## src/rtl/cjt_pkg.sv

```systemverilog
// Shared definitions for the cubic joint trajectory generator.
// Widths, reset values, register indexes and the shared unit's request type.
// Used by cjt_unit and cubic_joint_trajectory_generator_top; depends on nothing.
`default_nettype none

package cjt_pkg;

  localparam int ANGLE_W        = 8;
  localparam int TIME_W         = 8;
  localparam int IDX_W          = 6;
  localparam int JOINTS         = 4;
  localparam int JOINT_SEL_W    = 2;
  localparam int ANGLE_MAX      = 180;
  localparam int TOTAL_TIME_RST = 100;
  localparam int TIME_STEP_RST  = 3;
  localparam int MAX_POINTS_DEF = 64;

  // Shared unit: one 24 x 16 multiplier and one 32-bit compare/subtract.
  localparam int UNIT_W  = 32;
  localparam int MUL_A_W = 24;
  localparam int MUL_B_W = 16;
  localparam int DEN_W   = 24;
  localparam int QUOT_W  = 8;
  localparam int QSTEP_W = 3;

  localparam int CFG_IDX_W = 1;
  localparam logic [CFG_IDX_W-1:0] REG_TOTAL_TIME = 1'b0;
  localparam logic [CFG_IDX_W-1:0] REG_TIME_STEP  = 1'b1;

  typedef enum logic [1:0] {
    OP_HOLD,
    OP_MUL,
    OP_SUB
  } op_t;

  typedef struct packed {
    op_t               op;
    logic [UNIT_W-1:0] a;
    logic [UNIT_W-1:0] b;
  } unit_req_t;

endpackage

`default_nettype wire

```

## src/rtl/cjt_unit.sv

```systemverilog
// Shared arithmetic unit: a multiplier and a restoring-division step.
// Results are registered; a hold request keeps the last result.
// Depends on cjt_pkg.
`default_nettype none

module cjt_unit (
  input  wire logic                       clk,
  input  wire cjt_pkg::unit_req_t         req,
  output logic [cjt_pkg::UNIT_W-1:0]      res,
  output logic                            qbit
);

  localparam int UnitW = cjt_pkg::UNIT_W;
  localparam int ProdW = cjt_pkg::MUL_A_W + cjt_pkg::MUL_B_W;

  logic [UnitW-1:0] res_r, res_nxt;
  logic             qbit_r, qbit_nxt;
  logic [ProdW-1:0] prod;
  logic             ge;

  always_comb begin
    prod     = req.a[cjt_pkg::MUL_A_W-1:0] * req.b[cjt_pkg::MUL_B_W-1:0];
    ge       = (req.a >= req.b);
    res_nxt  = res_r;
    qbit_nxt = qbit_r;
    unique case (req.op)
      cjt_pkg::OP_MUL: begin
        res_nxt = prod[UnitW-1:0];
      end
      cjt_pkg::OP_SUB: begin
        // One quotient bit: subtract the shifted divisor when it fits.
        res_nxt  = ge ? (req.a - req.b) : req.a;
        qbit_nxt = ge;
      end
      default: begin
      end
    endcase
  end

  always_ff @(posedge clk) begin
    res_r  <= res_nxt;
    qbit_r <= qbit_nxt;
  end

  assign res  = res_r;
  assign qbit = qbit_r;

endmodule

`default_nettype wire

```

## src/rtl/cubic_joint_trajectory_generator_top.sv

```systemverilog
// Cubic joint trajectory generator: sequencer around one shared multiply/divide unit.
// Each point forms the shape factor, then for each of the four joints one multiply,
// eight divide steps and a fix-up; with a total time of zero a point skips the
// division and repeats the start angles. One move at a time.
// Reset (synchronous, rst_n low): angles 0, 0, 0, 180, total time 100, step 3.
`default_nettype none

module cubic_joint_trajectory_generator_top #(
  parameter int MAX_POINTS = cjt_pkg::MAX_POINTS_DEF
) (
  input  wire logic                              clk,
  input  wire logic                              rst_n,
  input  wire logic                              cfg_we,
  input  wire logic [cjt_pkg::CFG_IDX_W-1:0]     cfg_index,
  input  wire logic [cjt_pkg::TIME_W-1:0]        cfg_wdata,
  input  wire logic                              in_valid,
  output logic                                   in_stall,
  input  wire logic [cjt_pkg::ANGLE_W-1:0]       in_base_target,
  input  wire logic [cjt_pkg::ANGLE_W-1:0]       in_upper_arm_target,
  input  wire logic [cjt_pkg::ANGLE_W-1:0]       in_forearm_target,
  input  wire logic [cjt_pkg::ANGLE_W-1:0]       in_gripper_target,
  output logic                                   out_valid,
  input  wire logic                              out_stall,
  output logic [cjt_pkg::ANGLE_W-1:0]            out_base_deg,
  output logic [cjt_pkg::ANGLE_W-1:0]            out_upper_arm_angle,
  output logic [cjt_pkg::ANGLE_W-1:0]            out_forearm_deg,
  output logic [cjt_pkg::ANGLE_W-1:0]            out_gripper_angle,
  output logic [cjt_pkg::IDX_W-1:0]              out_point_index,
  output logic                                   out_last_point
);

  localparam int KW     = $clog2(MAX_POINTS);
  localparam int AngW   = cjt_pkg::ANGLE_W;
  localparam int TimeW  = cjt_pkg::TIME_W;
  localparam int UnitW  = cjt_pkg::UNIT_W;
  localparam int IdxW   = cjt_pkg::IDX_W;
  localparam int Joints = cjt_pkg::JOINTS;
  localparam int JSelW  = cjt_pkg::JOINT_SEL_W;
  localparam int DenW   = cjt_pkg::DEN_W;
  localparam int QuotW  = cjt_pkg::QUOT_W;
  localparam int QStepW = cjt_pkg::QSTEP_W;

  typedef enum logic [3:0] {
    S_IDLE,
    S_CUBE_A,
    S_CUBE_B,
    S_CUBE_C,
    S_PT,
    S_SH_A,
    S_SH_B,
    S_JM,
    S_DIV,
    S_JF,
    S_EMIT
  } state_t;

  // Configuration registers.
  logic [TimeW-1:0] total_time_r;
  logic [TimeW-1:0] time_step_r;

  always_ff @(posedge clk) begin
    if (!rst_n) begin
      total_time_r <= TimeW'(cjt_pkg::TOTAL_TIME_RST);
      time_step_r  <= TimeW'(cjt_pkg::TIME_STEP_RST);
    end else if (cfg_we) begin
      unique case (cfg_index)
        cjt_pkg::REG_TOTAL_TIME: total_time_r <= cfg_wdata;
        cjt_pkg::REG_TIME_STEP:  time_step_r  <= cfg_wdata;
        default: begin
        end
      endcase
    end
  end

  state_t            state_r, state_nxt;
  logic [AngW-1:0]   joint_r [Joints];
  logic [AngW-1:0]   joint_nxt [Joints];
  logic [AngW-1:0]   tgt_r [Joints];
  logic [AngW-1:0]   tgt_nxt [Joints];
  logic [AngW-1:0]   ang_r [Joints];
  logic [AngW-1:0]   ang_nxt [Joints];
  logic [KW-1:0]     k_r, k_nxt;
  logic [TimeW-1:0]  t_r, t_nxt;
  logic [DenW-1:0]   den_r, den_nxt;
  logic [DenW-1:0]   shape_r, shape_nxt;
  logic [JSelW-1:0]  j_r, j_nxt;
  logic [QStepW-1:0] i_r, i_nxt;
  logic [QuotW-1:0]  q_r, q_nxt;
  logic              neg_r, neg_nxt;
  logic              last_r, last_nxt;
  logic              out_valid_r, out_valid_nxt;

  cjt_pkg::unit_req_t req;
  logic [UnitW-1:0]   unit_res;
  logic               unit_bit;

  cjt_unit u_unit (
    .clk  (clk),
    .req  (req),
    .res  (unit_res),
    .qbit (unit_bit)
  );

  logic [AngW:0]     diff;
  logic [AngW-1:0]   diff_mag;
  logic [TimeW:0]    t_sum;
  logic              last_pt;
  logic [TimeW+1:0]  shape_fac;
  logic [QuotW-1:0]  quot;
  logic [QuotW+1:0]  q_signed;
  logic [AngW+2:0]   v;
  logic [AngW-1:0]   v_clamped;

  always_comb begin
    state_nxt     = state_r;
    joint_nxt     = joint_r;
    tgt_nxt       = tgt_r;
    ang_nxt       = ang_r;
    k_nxt         = k_r;
    t_nxt         = t_r;
    den_nxt       = den_r;
    shape_nxt     = shape_r;
    j_nxt         = j_r;
    i_nxt         = i_r;
    q_nxt         = q_r;
    neg_nxt       = neg_r;
    last_nxt      = last_r;
    out_valid_nxt = out_valid_r;

    req.op = cjt_pkg::OP_HOLD;
    req.a  = '0;
    req.b  = '0;

    diff      = {1'b0, tgt_r[j_r]} - {1'b0, joint_r[j_r]};
    diff_mag  = diff[AngW] ? AngW'(-diff) : diff[AngW-1:0];
    t_sum     = {1'b0, t_r} + {1'b0, time_step_r};
    last_pt   = (k_r == KW'(MAX_POINTS - 1)) || (t_sum > {1'b0, total_time_r});
    // 3T - 2t, never negative while t <= T.
    shape_fac = {2'b00, total_time_r} + {1'b0, total_time_r, 1'b0} - {1'b0, t_r, 1'b0};
    quot      = {q_r[QuotW-2:0], unit_bit};
    // Floor division: a negative quotient with a remainder steps down by one.
    q_signed  = neg_r ? ((QuotW+2)'(0) - {2'b00, quot} - {{(QuotW+1){1'b0}}, |unit_res})
                      : {2'b00, quot};
    v         = {3'b000, joint_r[j_r]} + {q_signed[QuotW+1], q_signed};
    if (v[AngW+2]) begin
      v_clamped = '0;
    end else if (v > (AngW+3)'(cjt_pkg::ANGLE_MAX)) begin
      v_clamped = AngW'(cjt_pkg::ANGLE_MAX);
    end else begin
      v_clamped = v[AngW-1:0];
    end

    unique case (state_r)
      S_IDLE: begin
        if (in_valid) begin
          tgt_nxt[0] = in_base_target;
          tgt_nxt[1] = in_upper_arm_target;
          tgt_nxt[2] = in_forearm_target;
          tgt_nxt[3] = in_gripper_target;
          k_nxt      = '0;
          t_nxt      = '0;
          state_nxt  = S_CUBE_A;
        end
      end
      S_CUBE_A: begin
        req.op    = cjt_pkg::OP_MUL;
        req.a     = UnitW'(total_time_r);
        req.b     = UnitW'(total_time_r);
        state_nxt = S_CUBE_B;
      end
      S_CUBE_B: begin
        req.op    = cjt_pkg::OP_MUL;
        req.a     = unit_res;
        req.b     = UnitW'(total_time_r);
        state_nxt = S_CUBE_C;
      end
      S_CUBE_C: begin
        den_nxt   = unit_res[DenW-1:0];
        state_nxt = S_PT;
      end
      S_PT: begin
        if (total_time_r == '0) begin
          // A zero-length move repeats the start angles without dividing.
          ang_nxt       = joint_r;
          last_nxt      = last_pt;
          out_valid_nxt = 1'b1;
          state_nxt     = S_EMIT;
        end else begin
          req.op    = cjt_pkg::OP_MUL;
          req.a     = UnitW'(t_r);
          req.b     = UnitW'(t_r);
          state_nxt = S_SH_A;
        end
      end
      S_SH_A: begin
        req.op    = cjt_pkg::OP_MUL;
        req.a     = unit_res;
        req.b     = UnitW'(shape_fac);
        state_nxt = S_SH_B;
      end
      S_SH_B: begin
        shape_nxt = unit_res[DenW-1:0];
        j_nxt     = '0;
        state_nxt = S_JM;
      end
      S_JM: begin
        req.op    = cjt_pkg::OP_MUL;
        req.a     = UnitW'(shape_r);
        req.b     = UnitW'(diff_mag);
        neg_nxt   = diff[AngW];
        i_nxt     = '1;
        state_nxt = S_DIV;
      end
      S_DIV: begin
        // The product is below 256 times the divisor, so eight steps suffice.
        req.op = cjt_pkg::OP_SUB;
        req.a  = unit_res;
        req.b  = UnitW'(den_r) << i_r;
        if (i_r != '1) begin
          q_nxt = {q_r[QuotW-2:0], unit_bit};
        end
        if (i_r == '0) begin
          state_nxt = S_JF;
        end else begin
          i_nxt = i_r - 1'b1;
        end
      end
      S_JF: begin
        ang_nxt[j_r] = v_clamped;
        if (j_r == JSelW'(Joints - 1)) begin
          last_nxt      = last_pt;
          out_valid_nxt = 1'b1;
          state_nxt     = S_EMIT;
        end else begin
          j_nxt     = j_r + 1'b1;
          state_nxt = S_JM;
        end
      end
      S_EMIT: begin
        if (!out_stall) begin
          out_valid_nxt = 1'b0;
          if (last_r) begin
            // The last point becomes the start of the next move.
            joint_nxt = ang_r;
            state_nxt = S_IDLE;
          end else begin
            k_nxt     = k_r + 1'b1;
            t_nxt     = t_sum[TimeW-1:0];
            state_nxt = S_PT;
          end
        end
      end
      default: begin
        state_nxt = S_IDLE;
      end
    endcase
  end

  always_ff @(posedge clk) begin
    if (!rst_n) begin
      state_r     <= S_IDLE;
      out_valid_r <= 1'b0;
      joint_r[0]  <= '0;
      joint_r[1]  <= '0;
      joint_r[2]  <= '0;
      joint_r[3]  <= AngW'(cjt_pkg::ANGLE_MAX);
    end else begin
      state_r     <= state_nxt;
      out_valid_r <= out_valid_nxt;
      joint_r     <= joint_nxt;
    end
    tgt_r   <= tgt_nxt;
    ang_r   <= ang_nxt;
    k_r     <= k_nxt;
    t_r     <= t_nxt;
    den_r   <= den_nxt;
    shape_r <= shape_nxt;
    j_r     <= j_nxt;
    i_r     <= i_nxt;
    q_r     <= q_nxt;
    neg_r   <= neg_nxt;
    last_r  <= last_nxt;
  end

  assign in_stall            = (state_r != S_IDLE);
  assign out_valid           = out_valid_r;
  assign out_base_deg        = ang_r[0];
  assign out_upper_arm_angle = ang_r[1];
  assign out_forearm_deg     = ang_r[2];
  assign out_gripper_angle   = ang_r[3];
  assign out_point_index     = IdxW'(k_r);
  assign out_last_point      = last_r;

endmodule

`default_nettype wire

```

## config.mk

```make
export PLATFORM = sky130hd
export DESIGN_NAME = cubic_joint_trajectory_generator_top
export DESIGN_NICKNAME = d
export VERILOG_FILES = /design/src/rtl/cjt_pkg.sv /design/src/rtl/cjt_unit.sv /design/src/rtl/cubic_joint_trajectory_generator_top.sv
export SDC_FILE = /design/constraint.sdc
export NUM_CORES = 1
export LEC_CHECK = 0
export BUFFER_PORTS_ARGS = -buffer_cell sky130_fd_sc_hd__buf_2
export CAP_MARGIN = 30
export CORE_ASPECT_RATIO = 1.5
export CORE_MARGIN = 10
export CORE_UTILIZATION = 65
export DETAILED_ROUTE_END_ITERATION = 16
export GPL_ROUTABILITY_DRIVEN = 1
export PLACE_DENSITY = 0.91
export SETUP_SLACK_MARGIN = 0.2
export SLEW_MARGIN = 20
export SYNTH_ARGS = -nofsm -noshare
export SYNTH_HDL_FRONTEND = slang
export SYNTH_SLANG_ARGS = --single-unit
```

## constraint.sdc

```tcl
create_clock -name clk -period 13.76 [get_ports clk]
set_input_delay 0.688 -clock clk [delete_from_list [all_inputs] [get_ports clk]]
set_output_delay 0.688 -clock clk [all_outputs]
set_load 0.01 [all_outputs]
```

# --- Word-level counts from Yosys, hierarchy flattened ---
# Cells that the tools add are included.
totals:
  out_inout_bits: 41
  input_bits: 46
  regBits: 226
  elab_cells: 142
op_classes:
  n_reduce_logical: 25
  n_lt_le_gt_ge: 5
  eq_ne: 23
  addsub: 12
  n_mul: 1
  n_mux: 45
  n_shift: 1
  bitwise: 3
op_table:
  columns: ["cell", "n"]
  rows:
  - ["$pmux W66 S6", 1]
  - ["$pmux W32 S2", 2]
  - ["$mux W8", 11]
  - ["$mux W65", 1]
  - ["$mux W32", 2]
  - ["$pmux W4 S11", 1]
  - ["$bmux W8 S2", 2]
  - ["$bwmux W32", 1]
  - ["$ge A32 B32 Y1", 1]
  - ["$mul A24 B16 Y32", 1]
  - ["$reduce_or A32 Y1", 1]
  - ["$shl A24 B3 Y32", 1]
  - ["$sub A32 B32 Y32", 1]
  - ["$mux W4", 5]
  - ["$mux W6", 3]
  - ["$demux W8 S2", 1]
  - ["$eq A4 B3 Y1 const B", 4]
  - ["$ne A2 B2 Y1 const B", 8]
  - ["$pmux W8 S2", 1]
  - ["$reduce_and A2 Y1", 7]
  - ["$eq A4 B4 Y1 const B", 3]
  - ["$pmux W6 S2", 1]
  - ["$add A9 B10 Y11", 1]
  - ["$gt A11 B8 Y1 const B", 1]
  - ["39 further kinds", 54]

# --- Longest topological paths before layout ---
# Gate-level depths: netlist of run 1.
logic_depth:
  depth_word: 11
  depth_mapped: 41
  ltp_nobuf: 39

# --- Hierarchy ---
# From an unflattened synthesis of run 1, not the netlist that was laid out.
unflattened:
  cells_unflattened: 2789
  area_unflattened_um2: 25735.9
modules_own_cells:
  columns: ["module", "seq_area_each_um2", "instances", "area_per_inst_um2", "cells_each"]
  rows:
  - ["cjt_unit", 991.0, 1, 14257.4, 1680]
  - ["cubic_joint_trajectory_generator_top", 5265.0, 1, 11478.5, 1109]

# --- Least setup slack after synthesis of run 1 ---
# OpenSTA, ideal clock, no wires.
synth_path:
  path_kind: "reg2reg"
  from: "reg j_r[1]"
  to: "reg u_unit.res_r[30], in the netlist u_unit.res[30] (data pin)"
  setup_time_ps: 146
  synth_period_minus_slack_ps: 10413
  setup_slack_ps: 3347
  stages_incl_launch_ff: 40
  arrival_ps: 10267
  cell_sequence: "edfxtp_1 clkbuf_1 clkbuf_1 mux4_2 inv_1 ha_1 inv_1 fa_1 a21o_1 a21oi_1 o21ai_0 a21oi_1 o21ai_0 a21oi_1 o21ai_0 xnor2_1 a2111oi_0 clkbuf_1 (+4 left out) fa_1 fa_1 inv_1 fa_1 inv_1 fa_1 inv_1 ha_1 a21o_1 a21o_1 a221oi_1 o21ai_0 nand4_1 a21oi_1 o41ai_1 a21oi_1 mux2_2 a21oi_1"
synth_via:
  elab_cells_between_ends: 16
  cone_classes: "3 x add/sub; 1 x mul; 1 x order compare; 10 x mux; 1 x bitwise"
synth_lines:
  columns: ["element", "line_no", "source"]
  rows:
  - ["start: declaration", "cubic_joint_trajectory_generator_top.sv:86", "logic [JSelW-1:0] j_r, j_nxt;"]
  - ["start signal: assignment", "cubic_joint_trajectory_generator_top.sv:278", "j_r <= j_nxt;"]
  - ["$not A2 Y3 (not written as such) *", "cubic_joint_trajectory_generator_top.sv:134", "diff = {1'b0, tgt_r[j_r]} - {1'b0, joint_r[j_r]};"]
  - ["$bmux W8 S2", "cubic_joint_trajectory_generator_top.sv:134", null]
  - ["$mux W8 (not written as such) (2 in a row)", "cubic_joint_trajectory_generator_top.sv:134", null]
  - ["$sub A8 B8 Y9 *", "cubic_joint_trajectory_generator_top.sv:134", null]
  - ["named net diff[8]", "cubic_joint_trajectory_generator_top.sv:104", "logic [AngW:0] diff;"]
  - ["$mux W8 *", "cubic_joint_trajectory_generator_top.sv:135", "diff_mag = diff[AngW] ? AngW'(-diff) : diff[AngW-1:0];"]
  - ["$pmux W66 S6 *", "cubic_joint_trajectory_generator_top.sv:153", "unique case (state_r)"]
  - ["branches (longest 2 deep; another with $mul A24 B16 Y32)", null, null]
  - ["$pmux W32 S2 *", "cjt_unit.sv:26", "unique case (req.op)"]
  - ["named net u_unit.res_nxt[30]", "cjt_unit.sv:16", "logic [UnitW-1:0] res_r, res_nxt;"]
  - ["end signal: assignment", "cjt_unit.sv:41", "res_r <= res_nxt;"]
  - ["end: declaration", "cjt_unit.sv:16", null]
# Mark *: on every way through the listed nets, which the timed path passes. The select of a mux whose other input is x is not followed.
# A chain may end at the register's enable or synchronous reset.

# --- Worst setup path after layout of run 1 ---
layout_path:
  from: "reg j_r[0]"
  to: "reg u_unit.res_r[30], in the netlist u_unit.res[30] (data pin)"
# The elaborated chain is that of the path after synthesis.

==> impl_metrics.env, run 1 <==
export IMPL_dieHeight_um=262
export IMPL_highest_layer="met4"
export IMPL_n_antenna_cell=0
export IMPL_p_leak_nw=11.5
export IMPL_wl_per_cell_um=23.6
export IMPL_drive_above_1_share_pct=8.23
export IMPL_crit_fanout=25
export IMPL_firstDrtPassIters=8
export IMPL_finClkSkew_ns=0.0197
export IMPL_grt_pass1_wl_um=124000
export IMPL_total_power_mw=2.59
export IMPL_hp_start="in_gripper_target[7]"
export IMPL_cts_tree="done"
export IMPL_root_buffer="clkbuf_16"
export IMPL_synth_edf_count=173
export IMPL_wl_met2_um=39100
export IMPL_cpMaxStageDelayCell="edfxtp_1"
export IMPL_synth_avg_cell_area_um2=9.10
export IMPL_startpoint_type="flop"
export IMPL_hold_ws_ns=0.324
export IMPL_antenna_left=0
export IMPL_rsz0062_at_grt="no"
export IMPL_clk_latency_ns=0.54
export IMPL_synth_top_area_share_pct=22.9
export IMPL_row_count=88
export IMPL_p_int_mw=1.56
export IMPL_clockBufferDepth=3
export IMPL_area_growth_pct=6.71
export IMPL_final_util_pct=70.4
export IMPL_core_area_um2=38600
export IMPL_power_switching_share_pct=39.8
export IMPL_grt_use_total_pct=32.5
export IMPL_clkSinkCount=226
export IMPL_slew_viol_final=0
export IMPL_synth_top_area_cell="fa_1"
export IMPL_initial_core_util_pct=65.9
export IMPL_drv_cap=0
export IMPL_cp_data_arrival_time_ns=11.56
export IMPL_crit_path_end_kind="flop"
export IMPL_hold_viol_final=0
export IMPL_tns_ns=0
export IMPL_vdd_drop_max_v=0.000145
export IMPL_netlist_area_um2=25500
export IMPL_layout_min_cycle_time_ns=11.19
export IMPL_pwr_share_clk_pct=24.8
export IMPL_tightest_slew_ns=1.16
export IMPL_synth_seq_area_share_pct=24.6
export IMPL_synthArstFlopShare_pct=0
export IMPL_htreeDepth=1
export IMPL_grt_overflow=0
export IMPL_drt_iter0_markers=2210
export IMPL_p_seq_share_pct=33.1
export IMPL_antenna_found_initial=0
export IMPL_slew_headroom_pct=22.9
export IMPL_grt_start_max_net_pins=53
export IMPL_drcViolationCount=0
export IMPL_met1_length_um=25400
export IMPL_cp_slowest_stage_delay_ns=0.79
export IMPL_dr_wl_met3_um=7080
export IMPL_cts_buffers_inserted=22
export IMPL_synth_distinct_cells=78
export IMPL_crit_type="reg2reg"
export IMPL_cts_resized=0
export IMPL_ys_ff_latch=226
export IMPL_post_cts_buffers=0
export IMPL_yosysWarnings=0
export IMPL_routed_wl_um=78800
export IMPL_syn_num_nets=3316
export IMPL_final_nets=3343
export IMPL_fmax_ghz=0.0894
export IMPL_grt_pass1_vias=23000
export IMPL_dieWidth_um=182
export IMPL_cpMostUsedCell="fa_1"
export IMPL_syn_inst=2801
export IMPL_port_buffers=86
export IMPL_layout_worst_path_cycle_share_pct=81.3
export IMPL_pwr_density_cell_nw_per_um2=95.2
export IMPL_viasPerCell=6.46
export IMPL_cts_hold_buf=0
export IMPL_synth_ff_type="edfxtp_1"
export IMPL_fillers=2795
export IMPL_outcome="finished clean"
export IMPL_hold_class="in2reg"
export IMPL_rr_startpoint="j_r[0]"
export IMPL_setup_viol=0
export IMPL_synthTopCellsByArea="fa_1 (23%), edfxtp_1 (20%), ha_1 (8.7%)"
export IMPL_crit_start="j_r[0]"
export IMPL_vias=21600
export IMPL_clkTransAtPathRegs_ns=0.07
export IMPL_combPwrFrac_pct=42.1
export IMPL_die_area_um2=47700
export IMPL_io_pins=87
export IMPL_hpwl_um=61000
export IMPL_cp_required_ns=14.14
export IMPL_netSwitchingPower_mw=1.03
export IMPL_place_gp_congestion=1.01
[power by group through the flow]
| stage | Combinational, mW | Clock, mW | Sequential (mW) |
|---|---|---|---|
| after floorplan | 0.748 | 0 | 0.840 |
| after global placement | 1.02 | 0 | 0.865 |
| after detailed placement | 1.05 | 0 | 0.868 |
| after CTS | 1.06 | 0.643 | 0.854 |
| after global routing | 1.17 | 0.667 | 0.859 |
| final | 1.09 | 0.642 | 0.858 |
[metal layers]
layer / track usage (%) / vias to the layer above
li1: - / 9253
met3: 5.52 / 480
met2: 56.1 / 1380
met5: 0 / -
met4: 25.3 / 0
met1: 34.5 / 10400
[stage by stage]
| step | cells | cell area (um2) | setup slack, ns |
|---|---|---|---|
| after global placement | 3294 | 26400 | 3.07 |
| after CTS | 3336 | 27200 | 2.67 |
| after detailed placement | 3296 | 26400 | 2.70 |
| after global routing | 3339 | 27200 | 1.93 |
| final | 3339 | 27200 | 2.57 |
| after floorplan | 2801 | 25500 | 3.35 |
[registers in the layout (all words and copies together) (netlist names), 24 cells and up]
name / count
joint_r: 32
u_unit.res: 32
tgt_r: 32
shape_r: 24
den_r: 24
[worst max-delay path, delay by kind of cell, from the launching register on]
family          cells  cell delay, ns
fa+ha+maj           9            4.11
compound gates     14            3.39
mux                 2            0.94
buf+inv             7            0.81
flops               1            0.79
simple gates        3            0.76
xor+xnor            1            0.18
[cell usage after synthesis (all sizes together), types with 7 or more instances]
cell type and n:
a211oi 17, a21boi 44, a21o 38, a21oi 113
a222oi 10, a22o 19, a22oi 13, a31oi 16
and2 32, and3 13, buf 15, clkbuf 110
clkinv 8, dfxtp 53, edfxtp 173, fa 292
ha 177, inv 447, mux2 12, mux2i 34
mux4 26, nand2 408, nand2b 21, nand3 30
nand4 13, nor2 229, nor2b 30, nor3 35
nor4 18, o211ai 9, o21a 21, o21ai 120
o21bai 23, o31ai 7, or3 10, xnor2 72
xor2 21
[path summary, 6_finish.rpt]
path | cells past startpoint | endpoint | slack, ns
worst min-delay path | 1 | tgt_r[7] | 0.32
worst max register to register | 36 | u_unit.res[30] | 2.57
worst min register to register | 2 | time_step_r[6] | 0.48
worst max-delay path | 36 | u_unit.res[30] | 2.57
[cells in the final DEF (no fill, tap or decap), drive strengths merged, types with 38 or more instances in the layout]
cell / netlist / final
o21ai: 120 / 120
a21o: 38 / 38
edfxtp: 173 / 173
inv: 447 / 449
nand2: 408 / 408
a21boi: 44 / 44
buf: 15 / 127
ha: 177 / 177
xnor2: 72 / 72
dfxtp: 53 / 53
fa: 292 / 292
nor2: 229 / 229
a21oi: 113 / 113
[final cells by class]
type / count / area, um2 / share of cell area [%]
Multi-Input combinational cell: 1995 / 17100 / 62.9
Sequential cell: 226 / 6260 / 23.0
Inverter: 455 / 1710 / 6.28
Timing Repair Buffer: 128 / 759 / 2.79
Clock buffer: 30 / 642 / 2.36
Tap cell: 495 / 619 / 2.28
Clock inverter: 10 / 108 / 0.396
[cells by family after synthesis]
family / count (synthesis) / synth area share, %
simple gates: 868 / 15.0
mux: 72 / 4.18
buf+inv: 580 / 8.59
xor+xnor: 96 / 3.47
compound gates: 490 / 12.6
fa+ha+maj: 469 / 31.6
flops: 226 / 24.6
No activity file was read; power rests on OpenSTA's default activity.
==> run 2: changes to the inputs <==
--- a/config.mk
+++ b/config.mk
@@ -9,10 +9,10 @@
 export CAP_MARGIN = 30
 export CORE_ASPECT_RATIO = 1.5
 export CORE_MARGIN = 10
-export CORE_UTILIZATION = 65
+export CORE_UTILIZATION = 59
 export DETAILED_ROUTE_END_ITERATION = 16
 export GPL_ROUTABILITY_DRIVEN = 1
-export PLACE_DENSITY = 0.91
+export PLACE_DENSITY = 0.87
 export SETUP_SLACK_MARGIN = 0.2
 export SLEW_MARGIN = 20
 export SYNTH_ARGS = -nofsm -noshare
==> constraint.sdc (replaced) <==
create_clock -name clk -period 9.4 [get_ports clk]
set_input_delay 0.47 -clock clk [delete_from_list [all_inputs] [get_ports clk]]
set_output_delay 0.47 -clock clk [all_outputs]
set_load 0.01 [all_outputs]
==> impl_metrics.env, run 2 (synthesized netlist as in run 1, its figures left out) <==
export IMPL_outcome="finished clean"
export IMPL_cp_slowest_stage_delay_ns=0.60
export IMPL_dpl_cell_count=3453
export IMPL_drt_iter0_markers=2365
export IMPL_slew_headroom_pct=31.5
export IMPL_clockBufferDepth=3
export IMPL_netSwitchingPower_mw=1.61
export IMPL_cts_tree="done"
export IMPL_area_growth_pct=13.7
export IMPL_root_buffer="clkbuf_16"
export IMPL_cpMaxStageDelayCell="a2111o_2"
export IMPL_grt_start_max_net_pins=53
export IMPL_io_pins=87
export IMPL_vdd_drop_max_v=0.000124
export IMPL_final_common_cell="inv_1"
export IMPL_dpl_instance_area_um2=27200
export IMPL_hold_viol_final=0
export IMPL_cts_hold_buf=0
export IMPL_viasPerCell=6.35
export IMPL_tightest_slew_ns=1.03
export IMPL_drive_above_1_share_pct=15.4
export IMPL_wl_per_cell_um=24.3
export IMPL_instances_no_fill=3543
export IMPL_dieWidth_um=190
export IMPL_layout_worst_path_cycle_share_pct=98.8
export IMPL_cp_top_family="adder cells"
export IMPL_clk_latency_ns=0.54
export IMPL_vias=22500
export IMPL_dieHeight_um=275
export IMPL_routed_wl_um=86200
export IMPL_firstDrtPassIters=12
export IMPL_crit_type="reg2reg"
export IMPL_pwr_density_cell_nw_per_um2=139
export IMPL_fmax_ghz=0.108
export IMPL_initial_core_util_pct=59.5
export IMPL_multi_input_area_um2=17600
export IMPL_power_switching_share_pct=39.9
export IMPL_final_util_pct=67.7
export IMPL_place_gp_congestion=1.07
export IMPL_grt_use_total_pct=31.6
export IMPL_die_area_um2=52100
export IMPL_pwr_share_clk_pct=24.0
export IMPL_port_buffers=86
export IMPL_hold_ws_ns=0.106
export IMPL_hold_class="in2reg"
export IMPL_antenna_left=0
export IMPL_final_nets=3471
export IMPL_p_leak_nw=12.2
export IMPL_grt_pass1_vias=23500
export IMPL_grt_pass1_wl_um=129000
export IMPL_cp_required_ns=9.67
export IMPL_layout_cells_most_common_list="inv_1 (433), nand2_1 (400), fa_1 (281)"
export IMPL_regArea_um2=6260
export IMPL_cp_data_arrival_time_ns=9.56
export IMPL_cpMostUsedCell="fa_1"
export IMPL_grt_overflow=0
export IMPL_path_buf_inv=6
export IMPL_setup_viol=0
export IMPL_rsz0062_at_grt="yes"
export IMPL_drcViolationCount=0
export IMPL_clkTransAtPathRegs_ns=0.08
export IMPL_htreeDepth=1
export IMPL_antenna_found_initial=0
export IMPL_p_seq_share_pct=31.0
export IMPL_clkSinkCount=226
export IMPL_crit_fanout=8
export IMPL_layout_min_cycle_time_ns=9.29
export IMPL_combPwrFrac_pct=45.0
export IMPL_row_count=93
export IMPL_p_int_mw=2.42
export IMPL_finClkSkew_ns=0.0183
export IMPL_cts_buffers_inserted=22
export IMPL_stdcell_area_um2=29000
export IMPL_crit_path_end_kind="flop"
export IMPL_slew_viol_final=0
export IMPL_hpwl_um=63300
export IMPL_fillers=3112
export IMPL_drv_cap=0
export IMPL_total_power_mw=4.03
export IMPL_core_area_um2=42800
export IMPL_startpoint_type="flop"
run 2: cell types whose count changed in the layout (fill, tap and decap cells not counted), moves of 13 or more:
cell | before | now
a21oi_1 | 112 | 97
a21oi_2 | 1 | 14
buf_4 | 37 | 147
ha_1 | 176 | 163
o21ai_0 | 119 | 100
run 2: cell type report:
class,instances,share of cell area [%]
inverters,455,5.89
diodes,1,0.00864
well taps,570,2.46
flip-flops and latches,226,21.6
clock buffers,30,2.37
repair buffers,255,6.48
clock inverters,10,0.328
multi-input cells,1996,60.9
run 2: timing repair:
action / CTS / global route
setup endpoints to repair: 16 / 18
buffers inserted: 20 / 23
pin swaps: 31 / 46
gates cloned: 1 / 3
resized for setup: 56 / 90
run 2: final timing paths:
kind	cells after the start	startpoint	slack, ns	end
min	1	in_forearm_target[3]	0.11	tgt_r[11]
min reg2reg	2	time_step_r[3]	0.48	time_step_r[3]
max reg2reg	35	j_r[0]	0.11	u_unit.res[31]
max	35	j_r[0]	0.11	u_unit.res[31]
run 2: layer usage:
metal  up-vias  track usage (%)  part of all wire (%)
li1       9516                -                     -
met1     10800             31.7                    31
met2      1619             56.4                    50
met3       559             5.72                   9.3
met4         0             25.5                    10
met5         -                0                     0
run 2: through the flow:
stage / TNS [ns] / setup WS, ns
after floorplan: 0 / 0.221
after global placement: 0 / 0.0104
after detailed placement: -1.29 / -0.302
after CTS: 0 / 0.211
after global routing: -0.442 / -0.132
final: 0 / 0.112
run 2: power groups by stage:
stage                     Clock, mW  Combinational, mW  Sequential [mW]
after floorplan                   0               1.11             1.23
after global placement            0               1.58             1.26
after detailed placement          0               1.62             1.26
after CTS                     0.959               1.69             1.24
after global routing          0.994               1.92             1.25
final                         0.968               1.82             1.25
